File: src/sv/rlfs_pkg.sv
`default_nettype none

package rlfs_pkg;

  // Default strip length; the store holds one 24-bit word per pixel.
  localparam int MAX_PIXELS_DEF = 1024;

  // Width used for pixel comparisons: covers the 11-bit count register and any
  // supported store depth.
  localparam int CMP_W = 17;

  localparam int PIXEL_W = 24;
  localparam int PADDR_W = 4;
  localparam int PDATA_W = 32;

  localparam logic [15:0] LATCH_TICKS_RST = 16'd1000;

  localparam logic [1:0] FN_WRITE = 2'd0;
  localparam logic [1:0] FN_START = 2'd1;
  localparam logic [1:0] FN_TICK  = 2'd2;

  localparam logic [1:0] REG_PIXEL_COUNT = 2'd0;
  localparam logic [1:0] REG_COLOR_ORDER = 2'd1;
  localparam logic [1:0] REG_LATCH_TICKS = 2'd2;

  typedef enum logic [1:0] {
    PH_IDLE,
    PH_SHIFT,
    PH_LATCH
  } phase_t;

  typedef enum logic [1:0] {
    ST_CLEAR,
    ST_READY,
    ST_FETCH
  } eng_state_t;

  typedef struct packed {
    logic [1:0]  func;
    logic [9:0]  pixel_index;
    logic [23:0] rgb_color;
  } in_t;

  typedef struct packed {
    logic data_out;
    logic clk_pulse;
    logic busy_res;
    logic frame_done;
    logic refused;
  } out_t;

  typedef struct packed {
    logic [10:0] pixel_count;
    logic        color_order;
    logic [15:0] latch_ticks;
  } cfg_t;

endpackage

`default_nettype wire

File: src/sv/rlfs_engine.sv
`default_nettype none

module rlfs_engine #(
  parameter int MAX_PIXELS = rlfs_pkg::MAX_PIXELS_DEF
) (
  input  wire logic                                              clk,
  input  wire logic                                              rst,
  input  wire rlfs_pkg::cfg_t                                    cfg,
  input  wire logic                                              in_valid,
  output logic                                                   in_stall,
  input  wire rlfs_pkg::in_t                                     in_data,
  output logic                                                   out_valid,
  input  wire logic                                              out_stall,
  output rlfs_pkg::out_t                                         out_data,
  output logic                                                   ram_we,
  output logic [((MAX_PIXELS > 1) ? $clog2(MAX_PIXELS) : 1)-1:0] ram_waddr,
  output logic [rlfs_pkg::PIXEL_W-1:0]                           ram_wdata,
  output logic [((MAX_PIXELS > 1) ? $clog2(MAX_PIXELS) : 1)-1:0] ram_raddr,
  input  wire logic [rlfs_pkg::PIXEL_W-1:0]                      ram_rdata
);

  localparam int AW = (MAX_PIXELS > 1) ? $clog2(MAX_PIXELS) : 1;
  localparam int PW = $clog2(MAX_PIXELS + 1);
  localparam int CW = rlfs_pkg::CMP_W;
  localparam logic [AW-1:0] CLR_LAST = AW'(MAX_PIXELS - 1);
  localparam logic [CW-1:0] MAX_EXT  = CW'(MAX_PIXELS);

  rlfs_pkg::eng_state_t st, st_next;
  rlfs_pkg::phase_t     phase, phase_next;
  logic [AW-1:0]        clr_addr;
  logic [PW-1:0]        pixel_ptr, pixel_ptr_next;
  logic [1:0]           byte_sel, byte_sel_next;
  logic [2:0]           bit_ptr, bit_ptr_next;
  logic [15:0]          latch_cnt, latch_cnt_next;
  logic                 data_level, data_level_next;
  rlfs_pkg::out_t       res;
  logic                 load_out;

  logic          accept;
  logic [CW-1:0] count_ext, active, idx_ext, ptr_ext, ptr_inc_ext;
  logic [PW-1:0] ptr_inc;
  logic [15:0]   latch_len, latch_dec;
  logic [7:0]    cur_byte;

  assign in_stall = !((st == rlfs_pkg::ST_READY) && (!out_valid || !out_stall));
  assign accept   = in_valid && !in_stall;

  // Effective pixel count: values above the store depth act as the depth.
  assign count_ext   = {{(CW - 11){1'b0}}, cfg.pixel_count};
  assign active      = (count_ext > MAX_EXT) ? MAX_EXT : count_ext;
  assign idx_ext     = {{(CW - 10){1'b0}}, in_data.pixel_index};
  assign ptr_ext     = {{(CW - PW){1'b0}}, pixel_ptr};
  assign ptr_inc     = pixel_ptr + 1'b1;
  assign ptr_inc_ext = {{(CW - PW){1'b0}}, ptr_inc};
  assign latch_len   = (cfg.latch_ticks == 16'd0) ? 16'd1 : cfg.latch_ticks;
  assign latch_dec   = (latch_cnt != 16'd0) ? (latch_cnt - 16'd1) : 16'd0;
  assign ram_raddr   = pixel_ptr[AW-1:0];

  always_comb begin
    case (byte_sel)
      2'd0:    cur_byte = ram_rdata[23:16];
      2'd1:    cur_byte = ram_rdata[15:8];
      default: cur_byte = ram_rdata[7:0];
    endcase
  end

  // Next state.
  always_comb begin
    st_next = st;
    case (st)
      rlfs_pkg::ST_CLEAR: begin
        if (clr_addr == CLR_LAST) begin
          st_next = rlfs_pkg::ST_READY;
        end
      end
      rlfs_pkg::ST_READY: begin
        if (accept && (in_data.func == rlfs_pkg::FN_TICK) && (phase == rlfs_pkg::PH_SHIFT)) begin
          st_next = rlfs_pkg::ST_FETCH;
        end
      end
      rlfs_pkg::ST_FETCH: st_next = rlfs_pkg::ST_READY;
      default:            st_next = rlfs_pkg::ST_CLEAR;
    endcase
  end

  // Datapath and result.
  always_comb begin
    ram_we          = 1'b0;
    ram_waddr       = idx_ext[AW-1:0];
    ram_wdata       = cfg.color_order
                      ? {in_data.rgb_color[15:8], in_data.rgb_color[23:16], in_data.rgb_color[7:0]}
                      : in_data.rgb_color;
    phase_next      = phase;
    pixel_ptr_next  = pixel_ptr;
    byte_sel_next   = byte_sel;
    bit_ptr_next    = bit_ptr;
    latch_cnt_next  = latch_cnt;
    data_level_next = data_level;
    load_out        = 1'b0;
    res             = '0;
    case (st)
      rlfs_pkg::ST_CLEAR: begin
        ram_we    = 1'b1;
        ram_waddr = clr_addr;
        ram_wdata = '0;
      end
      rlfs_pkg::ST_READY: begin
        if (accept) begin
          load_out = 1'b1;
          case (in_data.func)
            rlfs_pkg::FN_WRITE: begin
              if ((phase != rlfs_pkg::PH_IDLE) || (idx_ext >= active)) begin
                res.refused = 1'b1;
              end else begin
                ram_we = 1'b1;
              end
            end
            rlfs_pkg::FN_START: begin
              if (phase != rlfs_pkg::PH_IDLE) begin
                res.refused = 1'b1;
              end else begin
                pixel_ptr_next = '0;
                byte_sel_next  = 2'd0;
                bit_ptr_next   = 3'd7;
                if (active == '0) begin
                  phase_next     = rlfs_pkg::PH_LATCH;
                  latch_cnt_next = latch_len;
                end else begin
                  phase_next = rlfs_pkg::PH_SHIFT;
                end
              end
            end
            rlfs_pkg::FN_TICK: begin
              case (phase)
                rlfs_pkg::PH_SHIFT: begin
                  // The bit comes out of the store in the next cycle, from the FETCH state.
                  load_out = 1'b0;
                end
                rlfs_pkg::PH_LATCH: begin
                  latch_cnt_next = latch_dec;
                  if (latch_dec == 16'd0) begin
                    phase_next      = rlfs_pkg::PH_IDLE;
                    pixel_ptr_next  = '0;
                    byte_sel_next   = 2'd0;
                    bit_ptr_next    = 3'd7;
                    res.frame_done  = 1'b1;
                  end
                end
                default: ;
              endcase
            end
            default: ;
          endcase
        end
      end
      rlfs_pkg::ST_FETCH: begin
        load_out = 1'b1;
        if (ptr_ext >= active) begin
          // The strip was shortened under a running frame: latch without a pulse.
          phase_next     = rlfs_pkg::PH_LATCH;
          latch_cnt_next = latch_len;
        end else begin
          data_level_next = cur_byte[bit_ptr];
          res.clk_pulse   = 1'b1;
          if (bit_ptr == 3'd0) begin
            bit_ptr_next = 3'd7;
            if (byte_sel == 2'd2) begin
              byte_sel_next  = 2'd0;
              pixel_ptr_next = ptr_inc;
              if (ptr_inc_ext >= active) begin
                phase_next     = rlfs_pkg::PH_LATCH;
                latch_cnt_next = latch_len;
              end
            end else begin
              byte_sel_next = byte_sel + 2'd1;
            end
          end else begin
            bit_ptr_next = bit_ptr - 3'd1;
          end
        end
      end
      default: ;
    endcase
    res.data_out = data_level_next;
    res.busy_res = (phase_next != rlfs_pkg::PH_IDLE);
  end

  always_ff @(posedge clk) begin
    if (rst) begin
      st         <= rlfs_pkg::ST_CLEAR;
      clr_addr   <= '0;
      phase      <= rlfs_pkg::PH_IDLE;
      pixel_ptr  <= '0;
      byte_sel   <= 2'd0;
      bit_ptr    <= 3'd7;
      latch_cnt  <= 16'd0;
      data_level <= 1'b0;
      out_valid  <= 1'b0;
    end else begin
      st         <= st_next;
      phase      <= phase_next;
      pixel_ptr  <= pixel_ptr_next;
      byte_sel   <= byte_sel_next;
      bit_ptr    <= bit_ptr_next;
      latch_cnt  <= latch_cnt_next;
      data_level <= data_level_next;
      if (st == rlfs_pkg::ST_CLEAR) begin
        clr_addr <= clr_addr + 1'b1;
      end
      if (load_out) begin
        out_valid <= 1'b1;
      end else if (!out_stall) begin
        out_valid <= 1'b0;
      end
    end
  end

  always_ff @(posedge clk) begin
    if (load_out) begin
      out_data <= res;
    end
  end

endmodule

`default_nettype wire

File: config.mk
export PLATFORM = sky130hd
export DESIGN_NAME = rlfs_engine
export DESIGN_NICKNAME = d
export VERILOG_FILES = /design/src/sv/rlfs_pkg.sv /design/src/sv/rlfs_engine.sv
export SDC_FILE = /design/constraint.sdc
export NUM_CORES = 1
export LEC_CHECK = 0
export BUFFER_PORTS_ARGS = -buffer_cell sky130_fd_sc_hd__buf_2
export CELL_PAD_IN_SITES_DETAIL_PLACEMENT = 0
export CELL_PAD_IN_SITES_GLOBAL_PLACEMENT = 1
export CORE_MARGIN = 10
export CORE_UTILIZATION = 41
export DETAILED_ROUTE_END_ITERATION = 12
export HOLD_SLACK_MARGIN = 0.05
export PLACE_DENSITY = 0.83
export SLEW_MARGIN = 20
export SYNTH_ARGS = -nofsm -noshare
export SYNTH_HDL_FRONTEND = slang
export SYNTH_SLANG_ARGS = --single-unit
File: constraint.sdc
create_clock -name clk -period 5.26 [get_ports clk]
set_input_delay 0.263 -clock clk [delete_from_list [all_inputs] [get_ports clk]]
set_output_delay 0.263 -clock clk [all_outputs]
set_load 0.01 [all_outputs]
==> qor_table.md, run 1 <==
| Step | Item | Value |
| --- | --- | --- |
| pwr | Psw | 0.878 mW |
| layout | Layout cell share with drive strength beyond 1 | 24.8% |
| clocking | H-tree depth | 2 |
| grt | Total global routing overflow | 0 |
| clocking | Number of buffers added by the clock tree synthesis step | 5 |
| synth | Part of the Yosys area used for sequential elements | 22.3% |
| synth | Netlist cell types | 71 |
| worst setup path | Worst R2R End | latch_cnt[10] |
| floorplanning | Die boundary width | 130 um |
| floorplanning | IO Count | 144 |
| pwr | Final Power | 2.00 mW |
| timing | Unrepaired setup endpoints after global routing | no |
| synth | Synth Instances | 621 |
| synth | Synthesized area per cell | 8.01 um^2 |
| detailed routing | Number of vias per cell | 5.89 |
| clocking | Clock transition at the registers of the reported paths | 0.07 ns |
| clocking | Setup Fix Bufs, Post-CTS | 0 |
| timing | Number of hold violations in the final report | 0 |
| detailed routing | Mean routed wirelength per cell | 17.8 um |
| synth | Leading post-synthesis cells by instance count | sky130_fd_sc_hd__nor2_1, sky130_fd_sc_hd__dfxtp_1, sky130_fd_sc_hd__ha_1 |
| pwr | Internal power | 1.12 mW |
| synth | Main combinational cell family by area after synthesis | simple AND/OR/NAND/NOR gates |
| worst setup path | Capture point of the worst path | latch_cnt[10] |
| detailed routing | Vias | 5164 |
| timing | Post-route minimum period | 3.77 ns |
| floorplanning | Core Region | 12000 um^2 |
| synth | Post-synthesis cell area | 4970 um^2 |
| grt | Number of global-route vias before repair | 4946 |
| clocking | TritonCTS sink count | 53 |
| worst setup path | Required time at the worst-slack endpoint | 5.48 ns |
| synth | Arithmetic-cell share of the synthesized area counting full adders, half adders and majority gates | 10.8% |
| detailed routing | Detailed-router iteration count before antenna repair | 5 |
| pwr | Part of the total power dissipated in sequential elements | 27.8% |
| clocking | Clock latency reported for the late side of the worst-skew pair | 0.29 ns |
| layout | Filler cells | 1139 |
| synth | Top_reg_cell synth | sky130_fd_sc_hd__dfxtp_1 |
| layout | Area grow syn2layout | 17.6% |
| worst setup path | R2r startpoint | pixel_ptr[0] |
| pwr | Ratio of total power to cell area | 341 nW/um^2 |
| grt | First-pass GRT wire length | 24.6 mm |
| synth | Complex-gate fraction of the synthesized area | 22.8% |
| detailed routing | DRC errors left | 0 |
| timing | Final Slew Violations | 0 |
| worst setup path | Worst Reg2Reg Path Length in Cells | 13 |
| timing | Least-Margin Pin Slew | 1.04 ns |
| clocking | Clock Root Buffer | sky130_fd_sc_hd__clkbuf_16 |
| synth | #FFs+latches synth | 53 |
| synth | Async set-or-reset flop fraction in the synthesized netlist | 0% |
| synth | Synth Area in Simple Gates | 24.3% |
| detailed routing | Number of nets with antenna violations after detailed routing | 0 |
| pwr | Combinational cell fraction of total power | 53.4% |
| synth | Largest area contributor in the netlist | sky130_fd_sc_hd__dfxtp_1 |
| worst setup path | Critical path fanouts, max | 15 |
| clocking | TritonCTS clock tree | yes |
| timing | Setup TNS | 0 ns |
| pwr | Clock group share of total power | 18.8% |
| layout | Post-Layout Inst Area | 5850 um^2 |
| placed design | Gp weighted congestion | 0.903 |
| layout | Post-layout nets | 865 |
| timing | Max-slew headroom | 28.8% |
| placed design | Half-perimeter wire length of the detailed placement result | 12.4 mm |
| pwr | Largest vdd supply drop | 0.138 mV |
| detailed routing | Initial drt markers | 405 |
| synth | Cell with the most instances after synthesis | sky130_fd_sc_hd__nor2_1 |
| worst setup path | WP data arrival | 3.99 ns |
| layout | # diodes | 0 |
| floorplanning | DIE HEIGHT | 130 um |
| pwr | Switch share | 44.0% |
| synth | Count of warnings emitted by yosys | 0 |
| min path | Worst min-delay path class | primary input to flop |
| synth | Multiplexer share of the synthesized area | 8.76% |
| synth | Main area contributors after synthesis | sky130_fd_sc_hd__dfxtp_1, sky130_fd_sc_hd__ha_1, sky130_fd_sc_hd__nor2_1, sky130_fd_sc_hd__mux2i_1, sky130_fd_sc_hd__a21oi_1 |
| clocking | Largest buffer count on any clock path | 2 |
| floorplanning | Initial Util | 41.6% |
| timing | WHS | 0.220 ns |
| worst setup path | Classification of the worst setup path | flop to flop |
| worst setup path | Type of element capturing the critical path | flop |
| synth | Post-synth top area share | 19.3% |
| placed design | Placed inst area | 5670 um^2 |
| placed design | Count of port buffers added during placement | 143 |
| floorplanning | Std-Cell Rows | 40 |
| worst setup path | Critical Path Source Type | flop |
| timing | Maximum operating frequency | 265 MHz |
| pwr | Static Leak | 2.58 nW |
| grt | Maximum number of pins on one net before global-route repair | 46 |
| timing | Number of setup violations in the final report | 0 |
| grt | Overall global routing resource usage | 17.6% |
| timing | Setup Skew | 0.00595 ns |
| synth | Number of flops mapped to enable cells by yosys | 5 |
| grt | Antenna violations before repair | 0 |
| detailed routing | Total Wirelength | 15.6 mm |
| timing | Final Cycle Share | 71.7% |
| flow run | Maxcap violations | 0 |
| synth | Post-synthesis net count | 756 |
| outcome | Result of the run | finished, final reports clean |
| clocking | Cts-stage hold buffer count | 0 |
| floorplanning | Floorplan die area | 16900 um^2 |
| clocking | Post-cts gate resize count | 0 |
| worst setup path | Startpoint of the most critical setup path | pixel_ptr[0] |
| synth | XOR/XNOR Fraction of Synth Area | 4.23% |
| worst setup path | Flop-to-flop setup slack | 1.49 ns |
## per-layer routing
layer	global-route usage (%)	wire length [um]	vias to the layer above
met3	4.26	1540	19
met4	5.69	250	0
met2	29.3	7030	218
li1	-	-	2539
met1	21.8	6790	2388
met5	0	0	-
## layout by cell type (no fill, tap or decap), types with 6 or more instances in the layout
master                      count
sky130_fd_sc_hd__a2111oi_0      7
sky130_fd_sc_hd__a211oi_1       8
sky130_fd_sc_hd__a21o_1         6
sky130_fd_sc_hd__a21oi_1       34
sky130_fd_sc_hd__a31oi_1        7
sky130_fd_sc_hd__and3_1         6
sky130_fd_sc_hd__buf_2        143
sky130_fd_sc_hd__dfxtp_1       48
sky130_fd_sc_hd__ha_1          43
sky130_fd_sc_hd__inv_1         29
sky130_fd_sc_hd__mux2_2        14
sky130_fd_sc_hd__mux2i_1       21
sky130_fd_sc_hd__nand2_1       38
sky130_fd_sc_hd__nand2b_1      14
sky130_fd_sc_hd__nand3_1       20
sky130_fd_sc_hd__nand4_1       14
sky130_fd_sc_hd__nor2_1        58
sky130_fd_sc_hd__nor2b_1       21
sky130_fd_sc_hd__nor3_1        11
sky130_fd_sc_hd__nor4_1        18
sky130_fd_sc_hd__o211ai_1      13
sky130_fd_sc_hd__o21a_1         7
sky130_fd_sc_hd__o21ai_0       20
sky130_fd_sc_hd__o31ai_1        9
sky130_fd_sc_hd__or4_1          7
sky130_fd_sc_hd__xnor2_1       14
sky130_fd_sc_hd__xor2_1        10
## through the flow
step / setup WS [ns] / cells / util (%)
2_1_floorplan: 2.02 / 621 / -
3_3_place_gp: 1.52 / 868 / 47.3
3_5_place_dp: 1.56 / 869 / 47.4
4_1_cts: 1.52 / 876 / 48.8
5_1_grt: 1.12 / 877 / 48.9
6_report: 1.49 / 877 / 48.9
## worst max-delay path, stage by stage, from the launching register on
cell                       delay, ns
sky130_fd_sc_hd__dfxtp_1        0.42
sky130_fd_sc_hd__ha_1           0.27
sky130_fd_sc_hd__nand3_1        0.20
sky130_fd_sc_hd__nor2_1         0.28
sky130_fd_sc_hd__and3_1         0.21
sky130_fd_sc_hd__and3_1         0.18
sky130_fd_sc_hd__xnor2_1        0.09
sky130_fd_sc_hd__ha_1           0.30
sky130_fd_sc_hd__o211ai_1       0.11
sky130_fd_sc_hd__o41ai_1        0.37
sky130_fd_sc_hd__o21ai_0        0.18
sky130_fd_sc_hd__o211a_1        0.35
sky130_fd_sc_hd__or4_1          0.59
sky130_fd_sc_hd__a21oi_1        0.15
## how the worst min path moves through the flow
stage / startpoint / to / slack [ns] / depth (start not counted)
2_1_floorplan: out_stall / out_valid / 0.41 / 2
5_1_grt: out_stall / out_valid / 0.26 / 3
6_report: out_stall / out_valid / 0.22 / 3
3_3_place_gp: pixel_ptr[1] / pixel_ptr[1] / 0.51 / 2
3_5_place_dp: clr_addr[9] / clr_addr[9] / 0.52 / 2
4_1_cts: out_stall / out_valid / 0.22 / 3
## sequential cells by signal, summed over array words and instances, names as in the netlist
signal / count
bit_ptr: 3
byte_sel: 2
clr_addr: 10
data_level: 1
latch_cnt: 16
out_data: 5
out_valid: 1
phase: 2
pixel_ptr: 11
st: 2
## final cells by class
class	instances	area [um^2]	share of cell area (%)
clock buffers	5	125	2.14
clock inverters	2	38.8	0.663
repair buffers	147	753	12.9
inverters	29	109	1.86
multi-input cells	494	3530	60.3
flip-flops and latches	53	1110	19.0
well taps	147	184	3.15
## logic make-up (layout without fill, tap and decap cells)
group / Yosys count / count (layout)
AOI/OAI and AO/OA: 160 / 160
DFF: 53 / 53
and+or+nand+nor: 229 / 229
muxes: 38 / 38
buffers and inverters: 74 / 183
adders and majority gates: 43 / 43
xor gates and xnor gates: 24 / 24
## power by group through the flow
stage / sequential [mW] / combinational (mW) / clock, mW
after floorplan: 0.529 / 0.791 / 0
after CTS: 0.550 / 1.05 / 0.387
final: 0.554 / 1.07 / 0.376
after global placement: 0.558 / 1.04 / 0
after global routing: 0.563 / 1.18 / 0.397
after detailed placement: 0.559 / 1.05 / 0
No activity file was read; power rests on OpenSTA's default activity.
==> run 2: changes to the inputs <==
--- a/config.mk
+++ b/config.mk
@@ -9,10 +9,10 @@
 export CELL_PAD_IN_SITES_DETAIL_PLACEMENT = 0
 export CELL_PAD_IN_SITES_GLOBAL_PLACEMENT = 1
 export CORE_MARGIN = 10
-export CORE_UTILIZATION = 41
+export CORE_UTILIZATION = 35
 export DETAILED_ROUTE_END_ITERATION = 12
 export HOLD_SLACK_MARGIN = 0.05
-export PLACE_DENSITY = 0.83
+export PLACE_DENSITY = 0.75
 export SLEW_MARGIN = 20
 export SYNTH_ARGS = -nofsm -noshare
 export SYNTH_HDL_FRONTEND = slang
==> constraint.sdc (replaced) <==
create_clock -name clk -period 3 [get_ports clk]
set_input_delay 0.15 -clock clk [delete_from_list [all_inputs] [get_ports clk]]
set_output_delay 0.15 -clock clk [all_outputs]
set_load 0.01 [all_outputs]
==> run 2 against run 1 <==
The flow now finishes with violations (negative setup slack). Sequential share of layout area decreased by 2.7 points. Die area increased by 14%. Cell area grew 18%. Maximum frequency grew 23%. Sequential power increased by 67%. Clock power is 81% higher. Worst hold slack worse by 0.12 ns. Clock skew is 0.0020 ns lower. Register-to-register slack lost 1.6 ns. Global-route usage fell by 0.37 points. Clock-buffer cell count grew 1. Power increased by 110%. Highest routed layer unchanged.
==> qor_table.md, run 2 (synthesized netlist as in run 1, its figures left out) <==
| Step | Item | Value | vs previous |
| --- | --- | --- | --- |
| timing | Setup Skew | 0.00394 ns | was 0.00595 ns |
| floorplanning | Initial Util | 35.8% | was 41.6% |
| detailed routing | Vias | 5612 | was 5164 |
| worst setup path | Critical path fanouts, max | 6 | was 15 |
| floorplanning | DIE HEIGHT | 139 um | was 130 um |
| detailed routing | Number of vias per cell | 5.61 | was 5.89 |
| flow run | Maxcap violations | 0 | unchanged |
| worst setup path | Worst Reg2Reg Path Length in Cells | 16 | was 13 |
| pwr | Largest vdd supply drop | 0.297 mV | was 0.138 mV |
| placed design | Total placed cells including tap cells | 980 | was 869 |
| clocking | Number of buffers added by the clock tree synthesis step | 5 | unchanged |
| timing | Unrepaired setup endpoints after global routing | yes | was no |
| clocking | Largest buffer count on any clock path | 2 | unchanged |
| clocking | Cts-stage hold buffer count | 0 | unchanged |
| worst setup path | Critical Path Source Type | flop | unchanged |
| detailed routing | Detailed-router iteration count before antenna repair | 5 | unchanged |
| layout | Commonest cells after routing, fill and taps aside | sky130_fd_sc_hd__buf_2, sky130_fd_sc_hd__buf_4, sky130_fd_sc_hd__nor2_1, sky130_fd_sc_hd__ha_1, sky130_fd_sc_hd__dfxtp_1 | was sky130_fd_sc_hd__buf_2, sky130_fd_sc_hd__nor2_1, sky130_fd_sc_hd__dfxtp_1, sky130_fd_sc_hd__ha_1, sky130_fd_sc_hd__nand2_1 |
| timing | Final Cycle Share | 102% | was 71.7% |
| detailed routing | Mean routed wirelength per cell | 18.2 um | was 17.8 um |
| clocking | Clock Root Buffer | sky130_fd_sc_hd__clkbuf_16 | unchanged |
| clocking | TritonCTS clock tree | yes | unchanged |
| clocking | H-tree depth | 2 | unchanged |
| timing | Max-slew headroom | 50.3% | was 28.8% |
| layout | Most common cell after layout, fill and taps aside | sky130_fd_sc_hd__buf_2 | unchanged |
| worst setup path | Flop-to-flop setup slack | -0.07 ns | was 1.49 ns |
| detailed routing | Initial drt markers | 363 | was 405 |
| layout | # diodes | 0 | unchanged |
| worst setup path | WP data arrival | 3.30 ns | was 3.99 ns |
| detailed routing | DRC errors left | 0 | unchanged |
| layout | Post-layout nets | 954 | was 865 |
| layout | Post-Layout Cell Count | 1000 | was 877 |
| timing | Post-route minimum period | 3.07 ns | was 3.77 ns |
| worst setup path | Crit-path cells | ha_4 -> nand3_4 -> nor2_4 -> and3_4 -> and3_4 -> xnor2_2 -> ha_1 -> o211ai_1 -> o41ai_2 -> o21ai_1 -> buf_4 -> o211ai_1 -> buf_6 -> buf_6 -> nand3_2 -> a21oi_1 | was ha_1 -> nand3_1 -> nor2_1 -> and3_1 -> and3_1 -> xnor2_1 -> ha_1 -> o211ai_1 -> o41ai_1 -> o21ai_0 -> o211a_1 -> or4_1 -> a21oi_1 |
| worst setup path | Worst stage delay on the critical path | 0.38 ns | was 0.59 ns |
| outcome | Violated checks | negative setup slack |  |
| pwr | Ratio of total power to cell area | 613 nW/um^2 | was 341 nW/um^2 |
| layout | Area grow syn2layout | 38.4% | was 17.6% |
| grt | Number of global-route vias before repair | 5591 | was 4946 |
| layout | Largest registers | latch_cnt: 16 flops, pixel_ptr: 11 flops, clr_addr: 10 flops | unchanged |
| grt | Total global routing overflow | 0 | unchanged |
| placed design | Count of port buffers added during placement | 143 | unchanged |
| floorplanning | Die boundary width | 139 um | was 130 um |
| worst setup path | Classification of the worst setup path | flop to flop | unchanged |
| worst setup path | Worst R2R End | latch_cnt[0] | was latch_cnt[10] |
| clocking | TritonCTS sink count | 53 | unchanged |
| worst setup path | Slowest-stage cell, CP | sky130_fd_sc_hd__dfxtp_4 | was sky130_fd_sc_hd__or4_1 |
| min path | Launch point of the worst hold path | out_stall | unchanged |
| detailed routing | Total Wirelength | 18.2 mm | was 15.6 mm |
| min path | Sink of the worst hold path | out_valid | unchanged |
| timing | Maximum operating frequency | 326 MHz | was 265 MHz |
| detailed routing | Number of nets with antenna violations after detailed routing | 0 | unchanged |
| min path | Depth of the worst hold-timing path | 3 | unchanged |
| timing | Crit path setup slack, layout | -0.0719 ns | was 1.49 ns |
| layout | Largest register by flop count | latch_cnt | unchanged |
| floorplanning | Floorplan die area | 19400 um^2 | was 16900 um^2 |
| grt | First-pass GRT wire length | 28.2 mm | was 24.6 mm |
| layout | Post-Layout Inst Area | 6880 um^2 | was 5850 um^2 |
| grt | Overall global routing resource usage | 17.2% | was 17.6% |
| floorplanning | Std-Cell Rows | 43 | was 40 |
| min path | Worst min-delay path class | primary input to flop | unchanged |
| timing | Number of hold violations in the final report | 0 | unchanged |
| grt | Antenna violations before repair | 0 | unchanged |
| grt | Maximum number of pins on one net before global-route repair | 45 | was 46 |
| timing | Least-Margin Pin Slew | 0.745 ns | was 1.04 ns |
| clocking | Clock latency reported for the late side of the worst-skew pair | 0.30 ns | was 0.29 ns |
| worst setup path | Type of element capturing the critical path | flop | unchanged |
| pwr | Static Leak | 3.08 nW | was 2.58 nW |
| placed design | Placed inst area | 6330 um^2 | was 5670 um^2 |
| placed design | Half-perimeter wire length of the detailed placement result | 14.2 mm | was 12.4 mm |
| floorplanning | Core Region | 13900 um^2 | was 12000 um^2 |
| timing | Final Slew Violations | 0 | unchanged |
| layout | Layout cell share with drive strength beyond 1 | 38.2% | was 24.8% |
| timing | Number of setup violations in the final report | 16 | was 0 |
| worst setup path | Required time at the worst-slack endpoint | 3.23 ns | was 5.48 ns |
| worst setup path | R2r startpoint | pixel_ptr[0] | unchanged |
| placed design | Gp weighted congestion | 0.915 | was 0.903 |
| clocking | Clock transition at the registers of the reported paths | 0.07 ns | about the same |
| outcome | Result of the run | finished, violations left | was finished, final reports clean |
| layout | Max FFs per register | 16 | unchanged |
| floorplanning | IO Count | 144 | unchanged |
run 2: what timing repair did:
action / in CTS / in global routing
setup buffers: 0 / 10
hold endpoints to repair: 0 / 0
gates cloned: 0 / 2
pin swaps: 1 / 32
setup endpoints to repair: 26 / 37
gates resized for setup: 9 / 59
run 2: where the power goes:
part | internal (mW) | switching [mW]
Clock | 0.397 | 0.282
Sequential | 0.819 | 0.104
Combinational | 1.16 | 1.45
Total | 2.38 | 1.84
run 2: layout make-up:
type	count	area [um^2]
fill	1342	7000
clock buffer	6	129
multi-input combinational	494	3800
sequential	53	1120
clock inverter	2	38.8
inverter	29	109
tap	180	225
timing repair buffer	236	1450
run 2: per-stage QoR:
| step | hold WS (ns) | TNS [ns] | worst slack [ns] | power (mW) | utilization, % |
|---|---|---|---|---|---|
| floorplan | 0.295 | 0 | 0.000523 | 2.32 | - |
| CTS | 0.102 | 0 | 0.00401 | 3.93 | 47.0 |
| global route | 0.117 | -3.14 | -0.223 | 4.48 | 49.6 |
| finish | 0.0974 | -0.710 | -0.0719 | 4.22 | 49.6 |
| global placement | 0.406 | -0.634 | -0.0777 | 3.20 | 45.6 |
| detailed placement | 0.411 | -2.01 | -0.187 | 3.22 | 45.6 |
run 2: layer usage:
metal	routed length [um]	share of wire, %	track usage (%)	vias up
li1	-	-	-	2723
met3	1450	8.0	4.32	25
met4	359	2.0	5.05	0
met5	0	0	0	-
met1	7870	43	21.2	2631
met2	8510	47	28.9	233
run 2: worst max-delay path by stage:
stage                            start            to  cells past startpoint
after global placement    pixel_ptr[1]  latch_cnt[4]                     15
after floorplan           pixel_ptr[1]   out_data[2]                     14
after global routing      pixel_ptr[0]  latch_cnt[4]                     15
after CTS                 latch_cnt[1]  pixel_ptr[5]                     10
final                     pixel_ptr[0]  latch_cnt[0]                     16
after detailed placement  pixel_ptr[1]  latch_cnt[8]                     15
run 2: worst max-delay path, delay by kind of cell, from the launching register on:
kind / cells / cell delay [ns]
xor gates and xnor gates: 1 / 0.08
adders and majority gates: 2 / 0.45
AOI/OAI and AO/OA: 5 / 0.94
buffers and inverters: 3 / 0.49
DFF: 1 / 0.38
and+or+nand+nor: 5 / 0.68
